$ cat config.mk
export PLATFORM = sky130hd
export DESIGN_NAME = dual_channel_fir_lowpass
export DESIGN_NICKNAME = d
export VERILOG_FILES = /design/src/design/dcfir_pkg.sv /design/src/design/dual_channel_fir_lowpass.sv /design/src/design/dcfir_ram.sv /design/src/design/dcfir_mac.sv /design/src/design/dcfir_seq.sv
export SDC_FILE = /design/constraint.sdc
export NUM_CORES = 2
export LEC_CHECK = 0
export BUFFER_PORTS_ARGS = -buffer_cell sky130_fd_sc_hd__clkbuf_2
export CAP_MARGIN = 40
export CORE_MARGIN = 2
export CORE_UTILIZATION = 40
export CTS_CLUSTER_DIAMETER = 150
export DETAILED_ROUTE_END_ITERATION = 12
export PLACE_DENSITY = 0.56
export SLEW_MARGIN = 20
export SYNTH_ARGS = -nofsm -noshare
export SYNTH_HDL_FRONTEND = slang
export SYNTH_HIERARCHICAL = 1
export SYNTH_SLANG_ARGS = --single-unit
$ cat constraint.sdc
create_clock -name clk -period 14.3 [get_ports clk]
set_input_delay 4.29 -clock clk [delete_from_list [all_inputs] [get_ports clk]]
set_output_delay 4.29 -clock clk [all_outputs]
set_load 0.01 [all_outputs]
$ cat src/design/dcfir_pkg.sv
// Shared types, constants and coefficient table for the dual-channel low-pass FIR.
package dcfir_pkg;

  localparam int DEF_TAPS           = 51;
  localparam int DEF_SAMPLE_WIDTH   = 16;
  localparam int DEF_COEF_FRAC_BITS = 18;

  localparam int COEF_W     = 14;
  localparam int COEF_LEN   = 51;
  localparam int COEF_IDX_W = 7;

  localparam logic [COEF_W-1:0] LP_COEF [0:COEF_LEN-1] = '{
    14'd0,     14'd43,    14'd101,   14'd186,   14'd310,   14'd488,   14'd729,
    14'd1044,  14'd1441,  14'd1923,  14'd2493,  14'd3147,  14'd3878,  14'd4676,
    14'd5527,  14'd6412,  14'd7312,  14'd8204,  14'd9065,  14'd9870,  14'd10598,
    14'd11226, 14'd11736, 14'd12112, 14'd12342, 14'd12420, 14'd12342, 14'd12112,
    14'd11736, 14'd11226, 14'd10598, 14'd9870,  14'd9065,  14'd8204,  14'd7312,
    14'd6412,  14'd5527,  14'd4676,  14'd3878,  14'd3147,  14'd2493,  14'd1923,
    14'd1441,  14'd1044,  14'd729,   14'd488,   14'd310,   14'd186,   14'd101,
    14'd43,    14'd0
  };

  typedef enum logic [1:0] {
    S_IDLE,
    S_RUN,
    S_WAIT
  } seq_state_t;

  typedef struct packed {
    logic valid;
    logic clear;
    logic last;
  } mac_ctl_t;

  // taps past the end of the table weigh zero
  function automatic logic [COEF_W-1:0] coef_at(input logic [COEF_IDX_W-1:0] k);
    logic [COEF_W-1:0] c;
    c = '0;
    if (k < COEF_IDX_W'(COEF_LEN)) begin
      c = LP_COEF[k[5:0]];
    end
    return c;
  endfunction

endpackage

$ cat src/design/dual_channel_fir_lowpass.sv
// Top level of the dual-channel low-pass FIR: history RAM, sequencer, MAC and output register.
//
// Each transfer carries a red and an infrared AC sample with their DC levels; both AC samples
// are filtered by a TAPS-tap low-pass FIR, rounded and saturated, and the DC levels are passed
// through. One two-lane multiply-accumulate unit steps through the taps, one tap per cycle,
// with the past samples read one per cycle from a single history RAM holding both channels.
// An item keeps the block busy from its transfer until its result enters the output
// register, so no new transfer is taken before then. The result sits in an output
// register, so the next item is taken while it waits. The history starts as all zero after
// reset, tracked by a fill count; no clearing pass is needed.
module dual_channel_fir_lowpass import dcfir_pkg::*; #(
  parameter int TAPS           = DEF_TAPS,
  parameter int SAMPLE_WIDTH   = DEF_SAMPLE_WIDTH,
  parameter int COEF_FRAC_BITS = DEF_COEF_FRAC_BITS
) (
  input  logic                           clk,
  input  logic                           rst,
  input  logic                           in_valid,
  output logic                           in_stall,
  input  logic signed [SAMPLE_WIDTH-1:0] ac_red,
  input  logic        [SAMPLE_WIDTH-1:0] dc_red,
  input  logic signed [SAMPLE_WIDTH-1:0] ac_infrared,
  input  logic        [SAMPLE_WIDTH-1:0] dc_infrared,
  output logic                           out_valid,
  input  logic                           out_stall,
  output logic signed [SAMPLE_WIDTH-1:0] filtered_red,
  output logic        [SAMPLE_WIDTH-1:0] dc_red_out,
  output logic signed [SAMPLE_WIDTH-1:0] filtered_infrared,
  output logic        [SAMPLE_WIDTH-1:0] dc_infrared_out
);

  localparam int HIST_LEN = TAPS - 1;
  localparam int ADDR_W   = $clog2(HIST_LEN);

  logic                           accept;
  logic                           commit;
  logic                           out_free;
  logic                           mac_done;
  mac_ctl_t                       ctl;
  logic        [COEF_W-1:0]       coef;
  logic signed [SAMPLE_WIDTH-1:0] sample_red;
  logic signed [SAMPLE_WIDTH-1:0] sample_ir;
  logic        [SAMPLE_WIDTH-1:0] result_red;
  logic        [SAMPLE_WIDTH-1:0] result_ir;
  logic                           ram_re;
  logic        [ADDR_W-1:0]       ram_raddr;
  logic        [2*SAMPLE_WIDTH-1:0] ram_rdata;
  logic                           ram_we;
  logic        [ADDR_W-1:0]       ram_waddr;
  logic        [2*SAMPLE_WIDTH-1:0] ram_wdata;
  logic        [SAMPLE_WIDTH-1:0] dc_red_q;
  logic        [SAMPLE_WIDTH-1:0] dc_ir_q;

  dcfir_ram #(
    .WIDTH (2 * SAMPLE_WIDTH),
    .DEPTH (HIST_LEN)
  ) u_hist (
    .clk   (clk),
    .we    (ram_we),
    .waddr (ram_waddr),
    .wdata (ram_wdata),
    .re    (ram_re),
    .raddr (ram_raddr),
    .rdata (ram_rdata)
  );

  dcfir_seq #(
    .TAPS         (TAPS),
    .SAMPLE_WIDTH (SAMPLE_WIDTH)
  ) u_seq (
    .clk         (clk),
    .rst         (rst),
    .in_valid    (in_valid),
    .in_stall    (in_stall),
    .ac_red      (ac_red),
    .ac_infrared (ac_infrared),
    .accept      (accept),
    .out_free    (out_free),
    .mac_done    (mac_done),
    .commit      (commit),
    .ctl         (ctl),
    .coef        (coef),
    .sample_red  (sample_red),
    .sample_ir   (sample_ir),
    .ram_re      (ram_re),
    .ram_raddr   (ram_raddr),
    .ram_rdata   (ram_rdata),
    .ram_we      (ram_we),
    .ram_waddr   (ram_waddr),
    .ram_wdata   (ram_wdata)
  );

  dcfir_mac #(
    .TAPS           (TAPS),
    .SAMPLE_WIDTH   (SAMPLE_WIDTH),
    .COEF_FRAC_BITS (COEF_FRAC_BITS)
  ) u_mac (
    .clk        (clk),
    .rst        (rst),
    .ctl        (ctl),
    .coef       (coef),
    .sample_red (sample_red),
    .sample_ir  (sample_ir),
    .done       (mac_done),
    .result_red (result_red),
    .result_ir  (result_ir)
  );

  assign out_free = !out_valid || !out_stall;

  always_ff @(posedge clk) begin
    if (rst) begin
      out_valid <= 1'b0;
    end else if (commit) begin
      out_valid <= 1'b1;
    end else if (!out_stall) begin
      out_valid <= 1'b0;
    end
  end

  always_ff @(posedge clk) begin
    if (accept) begin
      dc_red_q <= dc_red;
      dc_ir_q  <= dc_infrared;
    end
    if (commit) begin
      filtered_red      <= $signed(result_red);
      dc_red_out        <= dc_red_q;
      filtered_infrared <= $signed(result_ir);
      dc_infrared_out   <= dc_ir_q;
    end
  end

endmodule

$ cat src/design/dcfir_ram.sv
// Generic simple dual-port RAM with registered read.
module dcfir_ram #(
  parameter int WIDTH = 32,
  parameter int DEPTH = 50
) (
  input  logic                     clk,
  input  logic                     we,
  input  logic [$clog2(DEPTH)-1:0] waddr,
  input  logic [WIDTH-1:0]         wdata,
  input  logic                     re,
  input  logic [$clog2(DEPTH)-1:0] raddr,
  output logic [WIDTH-1:0]         rdata
);

  logic [WIDTH-1:0] mem [0:DEPTH-1];

  always_ff @(posedge clk) begin
    if (we) begin
      mem[waddr] <= wdata;
    end
    if (re) begin
      rdata <= mem[raddr];
    end
  end

endmodule

$ cat src/design/dcfir_mac.sv
// Two-lane multiply-accumulate unit with rounding and saturation.
module dcfir_mac import dcfir_pkg::*; #(
  parameter int TAPS           = DEF_TAPS,
  parameter int SAMPLE_WIDTH   = DEF_SAMPLE_WIDTH,
  parameter int COEF_FRAC_BITS = DEF_COEF_FRAC_BITS
) (
  input  logic                           clk,
  input  logic                           rst,
  input  mac_ctl_t                       ctl,
  input  logic        [COEF_W-1:0]       coef,
  input  logic signed [SAMPLE_WIDTH-1:0] sample_red,
  input  logic signed [SAMPLE_WIDTH-1:0] sample_ir,
  output logic                           done,
  output logic        [SAMPLE_WIDTH-1:0] result_red,
  output logic        [SAMPLE_WIDTH-1:0] result_ir
);

  localparam int PROD_W = SAMPLE_WIDTH + COEF_W + 1;
  localparam int ACC_W  = PROD_W + $clog2(TAPS);

  localparam logic signed [ACC_W:0] HALF    = (ACC_W+1)'(1) <<< (COEF_FRAC_BITS - 1);
  localparam logic signed [ACC_W:0] SAT_MAX = (ACC_W+1)'((1 << (SAMPLE_WIDTH - 1)) - 1);
  localparam logic signed [ACC_W:0] SAT_MIN = ~SAT_MAX;

  logic                     a_valid;
  logic                     a_clear;
  logic                     a_last;
  logic signed [PROD_W-1:0] prod_red;
  logic signed [PROD_W-1:0] prod_ir;
  logic signed [ACC_W-1:0]  acc_red;
  logic signed [ACC_W-1:0]  acc_ir;

  // round half up, floor shift, clamp
  function automatic logic [SAMPLE_WIDTH-1:0] round_sat(input logic signed [ACC_W-1:0] a);
    logic signed [ACC_W:0] s;
    logic signed [ACC_W:0] q;
    s = (ACC_W+1)'(a) + HALF;
    q = s >>> COEF_FRAC_BITS;
    if (q > SAT_MAX) begin
      q = SAT_MAX;
    end else if (q < SAT_MIN) begin
      q = SAT_MIN;
    end
    return q[SAMPLE_WIDTH-1:0];
  endfunction

  always_ff @(posedge clk) begin
    if (rst) begin
      a_valid <= 1'b0;
      done    <= 1'b0;
    end else begin
      a_valid <= ctl.valid;
      if (a_valid && a_last) begin
        done <= 1'b1;
      end else if (ctl.valid) begin
        done <= 1'b0;
      end
    end
  end

  always_ff @(posedge clk) begin
    a_clear  <= ctl.clear;
    a_last   <= ctl.last;
    prod_red <= sample_red * $signed({1'b0, coef});
    prod_ir  <= sample_ir * $signed({1'b0, coef});
    if (a_valid) begin
      acc_red <= a_clear ? ACC_W'(prod_red) : acc_red + ACC_W'(prod_red);
      acc_ir  <= a_clear ? ACC_W'(prod_ir)  : acc_ir  + ACC_W'(prod_ir);
    end
  end

  assign result_red = round_sat(acc_red);
  assign result_ir  = round_sat(acc_ir);

endmodule

$ cat src/design/dcfir_seq.sv
// Tap sequencer: input latch, history addressing, fill count and MAC operand feed.
module dcfir_seq import dcfir_pkg::*; #(
  parameter int TAPS         = DEF_TAPS,
  parameter int SAMPLE_WIDTH = DEF_SAMPLE_WIDTH
) (
  input  logic                              clk,
  input  logic                              rst,
  input  logic                              in_valid,
  output logic                              in_stall,
  input  logic        [SAMPLE_WIDTH-1:0]    ac_red,
  input  logic        [SAMPLE_WIDTH-1:0]    ac_infrared,
  output logic                              accept,
  input  logic                              out_free,
  input  logic                              mac_done,
  output logic                              commit,
  output mac_ctl_t                          ctl,
  output logic        [COEF_W-1:0]          coef,
  output logic signed [SAMPLE_WIDTH-1:0]    sample_red,
  output logic signed [SAMPLE_WIDTH-1:0]    sample_ir,
  output logic                              ram_re,
  output logic        [$clog2(TAPS-1)-1:0]  ram_raddr,
  input  logic        [2*SAMPLE_WIDTH-1:0]  ram_rdata,
  output logic                              ram_we,
  output logic        [$clog2(TAPS-1)-1:0]  ram_waddr,
  output logic        [2*SAMPLE_WIDTH-1:0]  ram_wdata
);

  localparam int HIST_LEN = TAPS - 1;
  localparam int ADDR_W   = $clog2(HIST_LEN);
  localparam int TAP_W    = $clog2(TAPS);
  localparam logic [ADDR_W-1:0] LAST_ADDR = ADDR_W'(HIST_LEN - 1);
  localparam logic [TAP_W-1:0]  LAST_TAP  = TAP_W'(TAPS - 1);
  localparam logic [TAP_W-1:0]  FULL_CNT  = TAP_W'(HIST_LEN);

  seq_state_t        state;
  seq_state_t        state_next;
  logic              issue;
  logic [TAP_W-1:0]  tap;
  logic [TAP_W-1:0]  count;
  logic [ADDR_W-1:0] wp;
  logic [ADDR_W-1:0] wp_next;
  logic [ADDR_W-1:0] rd_addr;
  logic [ADDR_W-1:0] newest;
  logic [SAMPLE_WIDTH-1:0] x_red;
  logic [SAMPLE_WIDTH-1:0] x_ir;
  logic              s1_valid;
  logic              s1_first;
  logic              s1_last;
  logic              s1_use;
  logic [COEF_W-1:0] s1_coef;

  always_comb begin
    state_next = state;
    unique case (state)
      S_IDLE: if (in_valid) state_next = S_RUN;
      S_RUN:  if (tap == LAST_TAP) state_next = S_WAIT;
      S_WAIT: if (mac_done && out_free) state_next = S_IDLE;
      default: state_next = S_IDLE;
    endcase
  end

  always_comb begin
    in_stall = rst || (state != S_IDLE);
    accept   = in_valid && !in_stall;
    issue    = (state == S_RUN);
    commit   = (state == S_WAIT) && mac_done && out_free;
  end

  assign newest  = (wp == '0) ? LAST_ADDR : wp - ADDR_W'(1);
  assign wp_next = (wp == LAST_ADDR) ? '0 : wp + ADDR_W'(1);

  always_ff @(posedge clk) begin
    if (rst) begin
      state    <= S_IDLE;
      wp       <= '0;
      count    <= '0;
      s1_valid <= 1'b0;
    end else begin
      state    <= state_next;
      s1_valid <= issue;
      if (commit) begin
        wp <= wp_next;
        if (count != FULL_CNT) begin
          count <= count + TAP_W'(1);
        end
      end
    end
  end

  always_ff @(posedge clk) begin
    if (accept) begin
      x_red   <= ac_red;
      x_ir    <= ac_infrared;
      tap     <= '0;
      rd_addr <= newest;
    end else if (issue) begin
      tap <= tap + TAP_W'(1);
      if (tap != '0) begin
        rd_addr <= (rd_addr == '0) ? LAST_ADDR : rd_addr - ADDR_W'(1);
      end
    end
    s1_first <= (tap == '0);
    s1_last  <= (tap == LAST_TAP);
    s1_use   <= (tap != '0) && (tap <= count);
    s1_coef  <= coef_at(COEF_IDX_W'(tap));
  end

  assign ram_re    = issue && (tap != '0);
  assign ram_raddr = rd_addr;
  assign ram_we    = commit;
  assign ram_waddr = wp;
  assign ram_wdata = {x_red, x_ir};

  // unfilled history slots read as zero
  always_comb begin
    if (s1_first) begin
      sample_red = $signed(x_red);
      sample_ir  = $signed(x_ir);
    end else if (s1_use) begin
      sample_red = $signed(ram_rdata[2*SAMPLE_WIDTH-1:SAMPLE_WIDTH]);
      sample_ir  = $signed(ram_rdata[SAMPLE_WIDTH-1:0]);
    end else begin
      sample_red = '0;
      sample_ir  = '0;
    end
  end

  assign ctl  = '{valid: s1_valid, clear: s1_first, last: s1_last};
  assign coef = s1_coef;

  a_count_bound: assert property (@(posedge clk) disable iff (rst)
    count <= FULL_CNT)
    else $error("fill count beyond history length");

  a_wp_bound: assert property (@(posedge clk) disable iff (rst)
    wp <= LAST_ADDR)
    else $error("write pointer out of range");

  a_commit_done: assert property (@(posedge clk) disable iff (rst)
    commit |-> mac_done && !issue && !s1_valid)
    else $error("commit before accumulation finished");

  a_step_source: assert property (@(posedge clk) disable iff (rst)
    s1_valid |-> $past(state == S_RUN))
    else $error("MAC step outside tap sweep");

endmodule

### Word-level counts from Yosys, hierarchy flattened

Memory sizes are Yosys's and may differ from the RTL's. A register that Yosys moved wholly into a read port is not among the register bits.
Index checks and enable logic that the tools add are counted.

* $add $sub $neg: 9
* multipliers: 2
* order comparisons: 6
* equality and inequality tests: 9
* mux-type cells: 24
* bitwise gates (word level): 1
* reduce and logical (&&, ||, !) cells: 25

Operators with widths (number)
* 2-to-1 mux 16 bit: 6
* adder 37 x 19 -> 38 bit (second input constant): 2
* adder 37 x 31 -> 37 bit: 2
* 2-to-1 mux 37 bit: 2
* multiplier 16 x 15 -> 31 bit: 2
* > comparator 20 x 16 -> 1 bit (second input constant): 2
* less-than comparator 20 x 16 -> 1 bit (second input constant): 2
* 2-to-1 mux 6 bit: 6
* adder 6 x 1 -> 6 bit (second input constant): 3
* logical NOT 6 bit: 3
* == test 6 bit (second input constant): 2
* subtractor 6 x 1 -> 6 bit (second input constant): 2
* nonzero test 2 bit: 4
* logical AND 1 bit: 7
* inverter 6 -> 7 bit: 1
* <= comparator 6 bit: 1
* less-than comparator 6 bit (second input constant): 1
* 2-to-1 mux 1 bit: 6
* 2-to-1 mux 2 bit: 3
* != test 6 bit (second input constant): 1
* one-hot mux 2 bit (3 select lines): 1
* nonzero test 6 bit: 1
* logical NOT 1 bit: 4
* != test 2 x 1 -> 1 bit (second input constant): 2
* other kinds (7): 10

* flip-flop bits (word level): 299
* bits in writable memories: 1600
* bits in read-only memories: 896
* input port bits: 68
* word-level logic and storage cells: 104
* memories: 2

Memories
* u_hist.mem: depth 50, bits a word 32, rd ports 1, clocked after memory_dff 1, write ports 1, RTL line dcfir_ram.sv:15 `logic [WIDTH-1:0] mem [0:DEPTH-1];`
* (name not given): depth 64, bits a word 14, rd ports 1, clocked after memory_dff 1, write ports 0, RTL line dcfir_pkg.sv:40 `c = LP_COEF[k[5:0]];`

### Logic depth before layout (Yosys ltp)

* depth in word-level cells: 6
* gate-level depth with buffers: 29

### Hierarchy

Netlist, hierarchy kept.

Modules (own cells, without submodules)
* dcfir_ram: instances 1, cells each 2733, area an instance 62073.3 um^2, seq. area each 49007.0 um^2
* dcfir_mac: instances 1, cells each 2731, area an instance 25345.6 um^2, seq. area each 3543.4 um^2
* dcfir_seq: instances 1, cells each 464, area an instance 4494.3 um^2, seq. area each 1901.8 um^2
* dual_channel_fir_lowpass: instances 1, cells each 100, area an instance 2915.3 um^2, seq. area each 2902.8 um^2

### Least setup slack after synthesis

OpenSTA, ideal clock, no wires.

* kind: input -> register
* start: input out_stall
* end: memory u_hist.mem[16][0], enable pin
* arrival: 8.461 ns
* required time: 13.839 ns
* setup slack: 5.378 ns
* stages on the path: 7
* cell sequence: nand2_1 -> nand4b_1 -> clkinv_1 -> buf_4 -> nor3b_1 -> nand2_1 -> nor3_1

* cells in the longest elaborated chain, start to end: 5

RTL lines
* start: declaration: RTL line dual_channel_fir_lowpass.sv:25 `input logic out_stall,`
* logical NOT 1 bit
* logical OR 1 bit: RTL line dual_channel_fir_lowpass.sv:109 `assign out_free = !out_valid || !out_stall;`
* logical AND 1 bit: RTL line dcfir_seq.sv:66 `commit = (state == S_WAIT) && mac_done && out_free;`
* via commit: RTL line dual_channel_fir_lowpass.sv:36 `logic commit;`
* 2-to-1 mux 1 bit: RTL line dcfir_ram.sv:18 `if (we) begin`
* 2-to-1 mux 1 bit (implied by the code): RTL line dcfir_ram.sv:19 `mem[waddr] <= wdata;`
* end: declaration: RTL line dcfir_ram.sv:15

The timed path passes the listed nets, and every way through them passes these cells.

### Worst setup path after layout

* start: input rst
* end: output in_stall

* cells in the longest elaborated chain, start to end: 1

RTL lines
* start: declaration: RTL line dual_channel_fir_lowpass.sv:17 `input logic rst,`
* logical OR 1 bit: RTL line dcfir_seq.sv:63 `in_stall = rst || (state != S_IDLE);`
* end: declaration: RTL line dual_channel_fir_lowpass.sv:19 `output logic in_stall,`

No other way between the ends.

==> metrics.md <==
| Metric | Value |
|---|---|
| Status | finished, final reports clean |
| Num ports | 134 |
| Tmin final | 9.34 ns |
| Synth Instances | 6028 |
| Nets@finish | 6990 |
| H-tree levels | 4 |
| Drt pass-1 iters | 6 |
| Worst Path Max Fanout | 15 |
| Die area | 241000 um^2 |
| Worst hold path type | reg -> reg |
| Avg Cell Area, Syn | 15.7 um^2 |
| PD cells | around 200 nW/um^2 |
| Vias in the first global route | 54700 |
| Fmax | 107 MHz |
| Via count | 52100 |
| Clock Skews | 0.0832 ns |
| Initial Util | 40.3% |
| Die Span Y | 491 um |
| GRT Util Overall | 18.8% |
| Area contributors post-synth | edfxtp_1 58%, fa_1 9.2%, mux4_2 8.2% |
| Worst Setup EP | in_stall |
| Initial DRC Count | 3968 |
| Largest net degree at the start of global routing | 112 |
| Yosys cell types | 94 |
| # fillers | 20600 |
| Hold Vio Cnt, Final | 0 |
| Commonest cells after routing, fill and taps aside | 1840 x edfxtp_1, 492 x inv_1, 438 x fa_1 |
| Crit path DAT | ~5.1 ns |
| Setup violators final | 0 |
| Slew HR | 36.6% |
| R2R Path Start | u_seq/s1_first |
| Root buffer cell | clkbuf_16 |
| Static leakage | around 0.039 uW |
| Cell Area, Synth | 94800 um^2 |
| IO buf count | 133 |
| Reg-to-reg endpoint | u_mac/prod_ir[30] |
| YS warnings | 6 |
| Final instance area | approximately 110000 um^2 |
| Placed inst area | 99800 um^2 |
| Slew at the pin closest to its max-slew limit | 0.951 ns |
| Final Wtd Congestion | 0.820 |
| # Post-CTS Setup Buffers | 0 |
| Drt via density | 5.45 |
| Antenna violations before repair | 6 |
| Critical path type | in -> out |
| Clk pin slew, worst setup/hold paths | 0.06 ns |
| First-pass GRT wire length | approximately 340000 um |
| Synth top area share | 58.3% |
| Seq/Total Area, Yosys | 60.5% |
| Async SR Flop Fraction | 0% |
| Synth Register Bits | roughly 2000 |
| Wire length per cell | 23.7 um |
| Post-synth top flop | edfxtp_1 |
| Req. time, crit path | about 10 ns |
| Clock Path Buffers | 3 |
| Syn_nets | 6784 |
| Post-CTS sizing | 0 |
| Tcrit/Tclk final | 65.3% |
| Largest area contributor in the netlist | edfxtp_1 |
| Synth-to-Final Area Change | 12.3% |
| Worst skew pair latency | approximately 0.85 ns |
| Cts hold-fix bufs | 0 |
| TritonCTS clock tree | yes |
| Total wire length after detailed routing | 227000 um |
| Post-layout power | 20900 uW |
| Share of layout cells above drive strength 1 | 16.3% |
| Clk sinks | 1945 |
| Commonest non-fill, non-tap cell in the layout | edfxtp_1 |
| HPWL after DPL | 140000 um |
| VDD IR max | 0.143 mV |
| Setup TNS | 0 ns |
| Drt drc | 0 |
| Die width | approximately 500 um |
| Post-synth EDFFs | roughly 1800 |
| CTS buffer count | 198 |
| Startpoint types | primary input |
| RSZ-0062 raised after global routing | no |
| Grt ovf | 0 |
| Nature of the critical path endpoint | output port |
| Max cap viols | 0 |
| Crit path from | rst |
| Max-slew violation count | 0 |
| FP Rows | ~180 |
| Post-DRT Antenna Nets | 0 |
| R2R setup slack | around 6.3 ns |
| Number of cells on the worst reg-to-reg path | 24 |
| Placeable Area | 235000 um^2 |
-- worst min path at each step --
stage                        from      endpoint  cells after the start
global route        u_seq/s1_last  u_mac/a_last                      0
floorplan           u_seq/s1_last  u_mac/a_last                      1
finish              u_seq/s1_last  u_mac/a_last                      0
global placement    u_seq/s1_last  u_mac/a_last                      0
CTS                 u_seq/s1_last  u_mac/a_last                      0
detailed placement  u_seq/s1_last  u_mac/a_last                      0
-- worst max-delay path, cell delays in order --
cell	delay, ns
clkbuf_2	0.24
nor3_1	0.29
inv_1	0.09
clkbuf_2	0.14
-- registers in the layout, summed over array words and instances, names as in the netlist, 31 cells and up --
register        count
u_mac/prod_red     31
u_hist/rdata       32
u_hist/mem       1600
u_mac/acc_ir       37
u_mac/acc_red      37
u_mac/prod_ir      31
-- area by class of cell --
cell class              instances  area [um^2]  area share, %
multi-input cells            3299        34600           32.5
well taps                    3150         3940           3.70
inverters                     496         1860           1.75
repair buffers                294         2160           2.03
diodes                          6         15.0         0.0141
clock buffers                 243         5180           4.86
flip-flops and latches       1945        57400           53.9
clock inverters               126         1350           1.27
-- metrics by stage --
| step | setup slack (ns) | cells | hold WS [ns] | utilization [%] |
|---|---|---|---|---|
| after floorplan | 5.38 | 6028 | 0.400 | - |
| after global placement | 4.97 | 9164 | 0.311 | 42.3 |
| after detailed placement | 4.99 | 9178 | 0.314 | 42.4 |
| after CTS | 4.99 | 9547 | 0.329 | 45.2 |
| after global routing | 4.92 | 9553 | 0.336 | 45.2 |
| final | 4.96 | 9559 | 0.329 | 45.2 |
-- routing by layer --
layer / share of wire [%] / wire, um / GRT usage (%) / vias to the layer above
li1: - / - / - / 22900
met1: 44 / 99700 / 25.8 / 27600
met2: 49 / 111000 / 31.5 / 1254
met3: 5.1 / 11700 / 2.72 / 255
met4: 1.9 / 4270 / 4.25 / 0
met5: 0 / 0 / 0 / -
-- report_power, final --
| part | internal [uW] | total (uW) | switching, uW |
|---|---|---|---|
| Sequential | 6560 | 6690 | 132 |
| Combinational | 3720 | 9050 | 5330 |
| Clock | 2940 | 5160 | 2220 |
-- cells in the mapped netlist, types with 11 or more instances --
master	number
buf_2	37
and3_1	19
a31oi_1	12
o21bai_1	15
dfxtp_1	105
clkbuf_1	183
mux4_2	344
o21ai_0	145
o2111ai_1	15
a22o_1	34
o21ai_1	29
or3_1	11
xnor2_1	107
inv_1	493
nand2_1	388
buf_4	24
xor2_1	65
a21o_1	61
fa_1	438
o21a_1	19
mux2_2	16
nand4_1	17
ha_1	250
nor3_1	31
and2_1	288
buf_6	25
mux2i_1	169
buf_1	15
o211ai_1	30
a221oi_1	15
o221ai_1	36
edfxtp_1	1840
nand3_1	47
a211oi_1	24
nor2b_1	31
nor2_1	166
nand2b_1	31
o31ai_1	14
a211o_1	31
a221o_1	27
a21oi_1	154
a22oi_1	108
-- cell families after synthesis --
family | Yosys count | share of synthesized area (%)
muxes | 529 | 10.1
DFF | 1945 | 60.5
AOI/OAI and AO/OA | 843 | 6.23
adders and majority gates | 688 | 12.5
xor gates and xnor gates | 172 | 1.59
and+or+nand+nor | 1067 | 5.54
buffers and inverters | 784 | 3.47
(Power assumes the default switching activity.)
